--- src/hw/rtl/ster_pkg.sv ---
// ----------------------------------------------------------------------------
// Sorted table search package
// Types and constants shared by the equal-range search block and its parts.
// ----------------------------------------------------------------------------
package ster_pkg;

    // Field widths fixed by the stream format
    localparam int DATA_W = 32;
    localparam int IDX_W  = 10;
    localparam int CNT_W  = 11;

    // Item kinds carried in the input tuser bit
    localparam logic ACT_LOAD  = 1'b0;
    localparam logic ACT_QUERY = 1'b1;

    // Sequencer states of the top level
    typedef enum logic [2:0] {
        ST_IDLE,
        ST_FIRST_GO,
        ST_FIRST_RUN,
        ST_LAST_GO,
        ST_LAST_RUN,
        ST_FINISH
    } t_state;

    // Commands from the sequencer to the shared probe unit
    typedef struct packed {
        logic start;
        logic go_right;
    } t_probe_ctl;

    // Status from the probe unit back to the sequencer
    typedef struct packed {
        logic done;
        logic hit;
    } t_probe_sts;

endpackage

--- src/hw/rtl/ster_probe.sv ---
// ----------------------------------------------------------------------------
// Binary search probe unit
// Narrows a half-open window [lo, he) by one table probe per cycle and keeps
// the last matching position; searches for either end of the equal range.
// ----------------------------------------------------------------------------
module ster_probe #(
    parameter int AW = 10,
    parameter int CW = 11
) (
    input  logic                               i_clk,
    input  logic                               i_rst_n,
    input  ster_pkg::t_probe_ctl               i_ctl,
    input  logic [CW-1:0]                      i_count,
    input  logic signed [ster_pkg::DATA_W-1:0] i_key,
    output logic                               o_rd_en,
    output logic [AW-1:0]                      o_rd_addr,
    input  logic signed [ster_pkg::DATA_W-1:0] i_rd_data,
    output ster_pkg::t_probe_sts               o_sts,
    output logic [AW-1:0]                      o_hit_idx
);

    logic [CW-1:0] r_lo, n_lo;
    logic [CW-1:0] r_he, n_he;
    logic [AW-1:0] r_mid, n_mid;
    logic          r_pend, n_pend;
    logic          r_go_right, n_go_right;
    logic          r_hit, n_hit;
    logic [AW-1:0] r_hit_idx, n_hit_idx;
    logic          r_done, n_done;

    logic          w_eq;
    logic          w_lt;
    logic [CW-1:0] w_mid_p1;
    logic [CW-1:0] w_span;
    logic [CW-1:0] w_mid;
    logic          w_issue;

    // Window update from the entry read in the previous cycle
    always_comb begin
        w_eq       = (i_rd_data == i_key);
        w_lt       = (i_rd_data < i_key);
        w_mid_p1   = CW'(r_mid) + CW'(1);
        n_lo       = r_lo;
        n_he       = r_he;
        n_hit      = r_hit;
        n_hit_idx  = r_hit_idx;
        n_go_right = r_go_right;
        if (i_ctl.start) begin
            n_lo       = '0;
            n_he       = i_count;
            n_hit      = 1'b0;
            n_go_right = i_ctl.go_right;
        end else if (r_pend) begin
            if (w_eq) begin
                n_hit     = 1'b1;
                n_hit_idx = r_mid;
                if (r_go_right) begin
                    n_lo = w_mid_p1;
                end else begin
                    n_he = CW'(r_mid);
                end
            end else if (w_lt) begin
                n_lo = w_mid_p1;
            end else begin
                n_he = CW'(r_mid);
            end
        end

        // Next probe position: midpoint rounded towards the low end
        w_issue = (i_ctl.start || r_pend) && (n_lo < n_he);
        w_span  = n_he - n_lo - CW'(1);
        w_mid   = n_lo + (w_span >> 1);
        n_mid   = AW'(w_mid);
        n_pend  = w_issue;
        n_done  = (i_ctl.start || r_pend) && !w_issue;
    end

    // Control state
    always_ff @(posedge i_clk) begin
        if (!i_rst_n) begin
            r_pend <= 1'b0;
            r_done <= 1'b0;
            r_hit  <= 1'b0;
        end else begin
            r_pend <= n_pend;
            r_done <= n_done;
            r_hit  <= n_hit;
        end
    end

    // Window and result registers
    always_ff @(posedge i_clk) begin
        r_lo       <= n_lo;
        r_he       <= n_he;
        r_mid      <= n_mid;
        r_go_right <= n_go_right;
        r_hit_idx  <= n_hit_idx;
    end

    assign o_rd_en    = w_issue;
    assign o_rd_addr  = n_mid;
    assign o_sts.done = r_done;
    assign o_sts.hit  = r_hit;
    assign o_hit_idx  = r_hit_idx;

endmodule

--- config.mk ---
export PLATFORM = sky130hd
export DESIGN_NAME = ster_probe
export DESIGN_NICKNAME = d
export VERILOG_FILES = /design/src/hw/rtl/ster_pkg.sv /design/src/hw/rtl/ster_probe.sv
export SDC_FILE = /design/constraint.sdc
export NUM_CORES = 1
export LEC_CHECK = 0
export ABC_AREA = 1
export BUFFER_PORTS_ARGS = -buffer_cell sky130_fd_sc_hd__buf_2
export CORE_MARGIN = 2
export CORE_UTILIZATION = 50
export DETAILED_ROUTE_END_ITERATION = 10
export MAX_ROUTING_LAYER = met4
export PLACE_DENSITY = 0.76
export RECOVER_POWER = 50
export SYNTH_ARGS = -nofsm -noshare
export SYNTH_HDL_FRONTEND = slang
export SYNTH_SLANG_ARGS = --single-unit
--- constraint.sdc ---
create_clock -name i_clk -period 19.9 [get_ports i_clk]
set_input_delay 3.98 -clock i_clk [delete_from_list [all_inputs] [get_ports i_clk]]
set_output_delay 3.98 -clock i_clk [all_outputs]
set_load 0.01 [all_outputs]
* After elaboration in Yosys (flattened, before gate mapping)
Cells that the tools add are included.
W data, S select, Z words.
** Word-level totals
- Flip-flop bits (word level) :: 46
- Logic and storage cells :: 34
** Cells by class
- Mux-type cells :: 10
- Eq/ne operators :: 1
- Add/sub/neg operators :: 4
- Bitwise operators :: 2
- Reduce and logical (&&, ||, !) cells :: 7
- $lt $le $gt $ge :: 2
** Operator list (number)
- $mux W11 :: 10
- $eq A32 B32 Y1 :: 1
- $lt A32 B32 Y1 :: 1
- $add A10 B1 Y11 const B :: 1
- $lt A11 B11 Y1 :: 1
- $sub A11 B1 Y11 const B :: 1
- $sub A11 B11 Y11 :: 1
- $add A10 B10 Y10 :: 1
- $reduce_and A3 Y1 :: 1
- $logic_and A1 B1 Y1 :: 2
- $not A1 Y1 :: 2
- $reduce_and A2 Y1 :: 1
- $reduce_or A2 Y1 :: 1
- $logic_not A1 Y1 :: 1
- $logic_or A1 B1 Y1 :: 1

* Longest topological paths before layout
- Word-level depth :: 9
- Depth in mapped cells :: 40
- Mapped depth without buffers :: 40

* Least setup slack after synthesis
Ideal clock, no wire load.
- Path kind :: input to output
- Start :: in i_key[7] (netlist bit)
- End :: out o_rd_addr[9]
- Data required time :: 15.920 ns
- Slack :: 7.839 ns
- Arrival :: 8.081 ns
- Stages on the path :: 28
- Path through :: inv_1 ha_1 nand2_1 nor2_1 nand4_1 nor2_1 nand2_4 nor2_4 buf_1 a211oi_1 a22oi_1 inv_1 fa_1 o21ai_1 a21boi_0 o21ai_1 xnor2_1 inv_1 ha_1 nand2_1 nor3_1 nand3_1 o2111ai_1 xor2_1 inv_1 nand2_1 nand2_1 inv_1
** On the way
- Word-level cells in the longest chain between the ends :: 8
- Elaborated cells between the ends (all ways) :: 13
- Classes of those cells :: add/sub (3); order compare (1); eq/ne (1); mux (8)
** RTL lines
- start: declaration :: RTL line ster_probe.sv:14 : input logic signed [ster_pkg::DATA_W-1:0] i_key,
- $lt A32 B32 Y1 :: RTL line ster_probe.sv:41 : w_lt = (i_rd_data < i_key);
- $mux W11 :: RTL line ster_probe.sv:62 : end else if (w_lt) begin
- $mux W11 (*) :: RTL line ster_probe.sv:54 : if (w_eq) begin
- $mux W11 (*) :: RTL line ster_probe.sv:53 : end else if (r_pend) begin
- $mux W11 (*) :: RTL line ster_probe.sv:48 : if (i_ctl.start) begin
- net n_lo[1] :: RTL line ster_probe.sv:22 : logic [CW-1:0] r_lo, n_lo;
- $sub A11 B11 Y11 :: RTL line ster_probe.sv:71 : w_span = n_he - n_lo - CW'(1);
- $sub A11 B1 Y11 :: RTL line ster_probe.sv:71
- $add A10 B10 Y10 (*) :: RTL line ster_probe.sv:72 : w_mid = n_lo + (w_span >> 1);
- end: declaration :: RTL line ster_probe.sv:16 : output logic [AW-1:0] o_rd_addr,
The timed path passes the listed nets; every way through them passes the cells marked *.

* Final worst setup path
- Start :: in i_key[31] (netlist bit)
- End :: out o_rd_addr[9]
** On the way
- Word-level cells in the longest chain between the ends :: 8
- Elaborated cells between the ends (all ways) :: 13
- Classes of those cells :: add/sub (3); order compare (1); eq/ne (1); mux (8)
** RTL lines
- $lt A32 B32 Y1 :: RTL line ster_probe.sv:41
- $mux W11 :: RTL line ster_probe.sv:62
- $mux W11 (*) :: RTL line ster_probe.sv:54
- $mux W11 (*) :: RTL line ster_probe.sv:53
- $mux W11 (*) :: RTL line ster_probe.sv:48
- net n_he[5] :: RTL line ster_probe.sv:23 : logic [CW-1:0] r_he, n_he;
- $sub A11 B11 Y11 (*) :: RTL line ster_probe.sv:71
- $sub A11 B1 Y11 (*) :: RTL line ster_probe.sv:71
- $add A10 B10 Y10 (*) :: RTL line ster_probe.sv:72
Marked as above.

==> impl_metrics.yaml <==
outcome:
  status: "finished, final reports clean"
yosys:
  synth_area_um2: 4110
  syn_avg_cell_area_um2: 7.40
  yosysSeqAreaShare_pct: 25.1
  syn_inst: 555
  synth_nets: 697
  synth.area.top_cells: "ha_1 (19%), dfxtp_1 (17%), inv_1 (9.9%)"
  synth_flop_cell: "dfxtp_1"
  synth.largest_area_cell: "ha_1"
  netlist-cell-type-count: 45
  synth_seq_cells: 46
  synth-edff-count: 11
  yosysWarnings: 0
  async_reset_ff_share_pct: 0
  netlist.area_leader.share_pct: 18.6
global_route:
  antenna_found_initial: 0
  grt_max_degree: 19
  grt_use_total_pct: 24.3
  grt_pass1_wl_um: 16900
  grt_pass1_vias: 3798
  grt.overflow.total: 0
worst_setup_path:
  slowest_delay_ns: 0.98
  critPathMaxFanout: 14
  reg2reg_from: "r_go_right"
  r2r_setup_slack_ns: 15.32
  cp_num_buf_inv: 7
  path_delay_family: "simple AND/OR/NAND/NOR gates"
  reg2reg_depth: 21
  crit_arrival_ns: 9.68
  critPathCaptureType: "output port"
  cp_slowest_cell: "nor2_1"
  required_ns: 15.92
  r2r-end: "r_mid[9]"
  path_class: "in2out"
  startpoint_type: "primary input"
floorplan:
  ios: 102
  start_util_pct: 50.8
  die_area_um2: 8960
  rows: 33
  chipHeight_um: 94.7
  dieWidth_um: 94.7
  fp.coreArea_um2: 8090
power:
  ir_worst_vdd_mv: 0.0823
  p_per_area_nw_per_um2: 101
  p_leak_nw: 2.55
clocking:
  h-tree-depth: 2
  cts_made_buffers: 5
  cts_setup_buffers: 0
  postCtsHoldBufs: 0
  clk-insertion-delay-late_ns: 0.31
  clkTransAtPathRegs_ns: 0.10
  cts_tree: "built"
  cts_num_sinks: 46
  clk_path_buf_depth: 2
  root_buffer: "clkbuf_8"
  cts-resized-gates: 0
timing:
  final-max-slew-violation-count: 0
  hold_viol: 0
  finClkSkew_ns: 0.0128
  period_share_pct: 68.6
  rsz0062_at_grt: "false"
  max_freq_mhz: 73.2
  final.setup.tns_ns: 0
  worst_pin_slew_ns: 1.07
  slew_headroom_pct: 28.1
  setup_viol: 0
  finalCriticalPeriod_ns: 13.66
place:
  globalplace.congestion: 0.858
  placed_cells: 751
  portBuffers: 101
  dp_hpwl_um: 8570
drt:
  avgRoutedWirePerCell_um: 13.9
  drt_iter0_drc: 236
  drc_errors: 0
  ant_nets: 0
  viasPerCell: 5.31
  dr.pass1.iters: 5
  finalWirelength_um: 10500
  vias: 4032
worst_hold_path:
  hold_end: "o_hit_idx[9]"
  hp-start: "r_mid[9]"
  worstHoldPathType: "reg2reg"
  hold_depth: 0
cells_and_area:
  drive_gt1_share_pct: 18.5
  n_antenna_cell: 0
  fill_cells: 759
  area_growth_pct: 16.1
  stdcell_count: 759
  final_nets: 795
run:
  drv_cap: 0
[power breakdown]
part / switching [mW] / internal, mW
Combinational: 0.163 / 0.104
Sequential: 0.0213 / 0.120
Clock: 0.0341 / 0.0377
[cell type report]
type                       instances  area [um^2]  share of cell area, %
inverter                         112          420                   8.81
tap                              105          131                   2.75
multi-input combinational        385         2570                   53.9
clock buffer                       5         68.8                   1.44
clock inverter                     3         43.8                  0.918
timing repair buffer             103          504                   10.6
sequential                        46         1030                   21.6
[how the worst max path moves through the flow]
| stage | start | to | slack (ns) | depth (start not counted) |
|---|---|---|---|---|
| floorplan | i_key[7] | o_rd_addr[9] | 7.84 | 28 |
| global placement | i_key[31] | o_rd_addr[9] | 7.09 | 31 |
| detailed placement | i_key[31] | o_rd_addr[9] | 6.87 | 35 |
| CTS | i_key[31] | o_rd_addr[9] | 6.87 | 35 |
| global route | i_key[22] | o_rd_addr[9] | 5.65 | 29 |
| finish | i_key[31] | o_rd_addr[9] | 6.24 | 30 |
[cell usage after synthesis, drive strengths merged (3+ instances only)]
library cell  count
ha               61
o22ai             4
nand3            23
dfxtp            35
o221ai            6
xor2             16
inv             112
buf               7
a22oi            19
a211oi            5
o21a              4
o211ai            7
edfxtp           11
clkbuf            5
nor2             45
nand4             3
a21oi            38
nand2           105
o31ai             5
xnor2             6
o21ai            18
nor3              6
[sequential cells by signal, summed over array words and instances (netlist names)]
| name | count |
|---|---|
| r_pend | 1 |
| r_done | 1 |
| r_lo | 11 |
| o_hit_idx | 10 |
| r_hit | 1 |
| r_go_right | 1 |
| r_mid | 10 |
| r_he | 11 |
[worst register-to-register path, cell delays in order, from the launching register on]
cell and delay, ns:
edfxtp_1 0.40, nor2_1 0.83, inv_1 0.36, o22ai_1 0.21
o31ai_1 0.10, nand2_1 0.16, ha_1 0.31, a21oi_1 0.16
a21boi_0 0.34, o21ai_1 0.15, xnor2_1 0.17, inv_1 0.06
ha_1 0.32, nand2_1 0.08, nor3_1 0.19, nand3_1 0.10
o2111ai_1 0.14, xor2_1 0.21, inv_1 0.06, nand2_1 0.06
nand2_1 0.05, inv_1 0.05
[metal layers]
metal  global-route usage, %  wire (um)
met3                    2.55        751
met2                    42.3       4950
met4                    5.56        158
met5                       -          0
met1                    30.3       4670
[kinds of logic (layout without fill, tap and decap cells)]
family | count (synthesis) | in the layout | synth area share (%)
AO/OA/AOI/OAI | 117 | 117 | 18.9
XOR/XNOR | 22 | 22 | 4.69
adder cells (fa/ha/maj) | 63 | 63 | 19.5
buffers and inverters | 124 | 223 | 11.7
flip-flops | 46 | 46 | 25.1
AND/OR/NAND/NOR | 183 | 183 | 20.1
[stage by stage]
step / total power, mW / hold WS, ns / instance area (um^2) / setup slack (ns) / utilization, %
5_1_grt: 0.521 / 0.487 / 4770 / 5.65 / 59.0
3_5_place_dp: 0.408 / 0.464 / 4700 / 6.87 / 58.1
2_1_floorplan: 0.331 / 0.431 / 4110 / 7.84 / -
6_report: 0.480 / 0.479 / 4770 / 6.24 / 59.0
3_3_place_gp: 0.401 / 0.468 / 4700 / 7.09 / 58.1
4_1_cts: 0.480 / 0.481 / 4810 / 6.87 / 59.5
[cells in the final DEF, fill, tap and decap left out, drive strengths merged, types with 2 or more instances in the layout]
| cell | instances |
|---|---|
| a211oi | 5 |
| a21o | 2 |
| a21oi | 38 |
| a221oi | 2 |
| a22oi | 19 |
| a31oi | 2 |
| buf | 90 |
| clkbuf | 18 |
| dfxtp | 35 |
| edfxtp | 11 |
| fa | 2 |
| ha | 61 |
| inv | 113 |
| nand2 | 105 |
| nand3 | 23 |
| nand4 | 3 |
| nor2 | 45 |
| nor3 | 6 |
| o211ai | 7 |
| o21a | 4 |
| o21ai | 18 |
| o21bai | 2 |
| o221ai | 6 |
| o22ai | 4 |
| o31ai | 5 |
| xnor2 | 6 |
| xor2 | 16 |
Power figures use the tool's default switching activity.
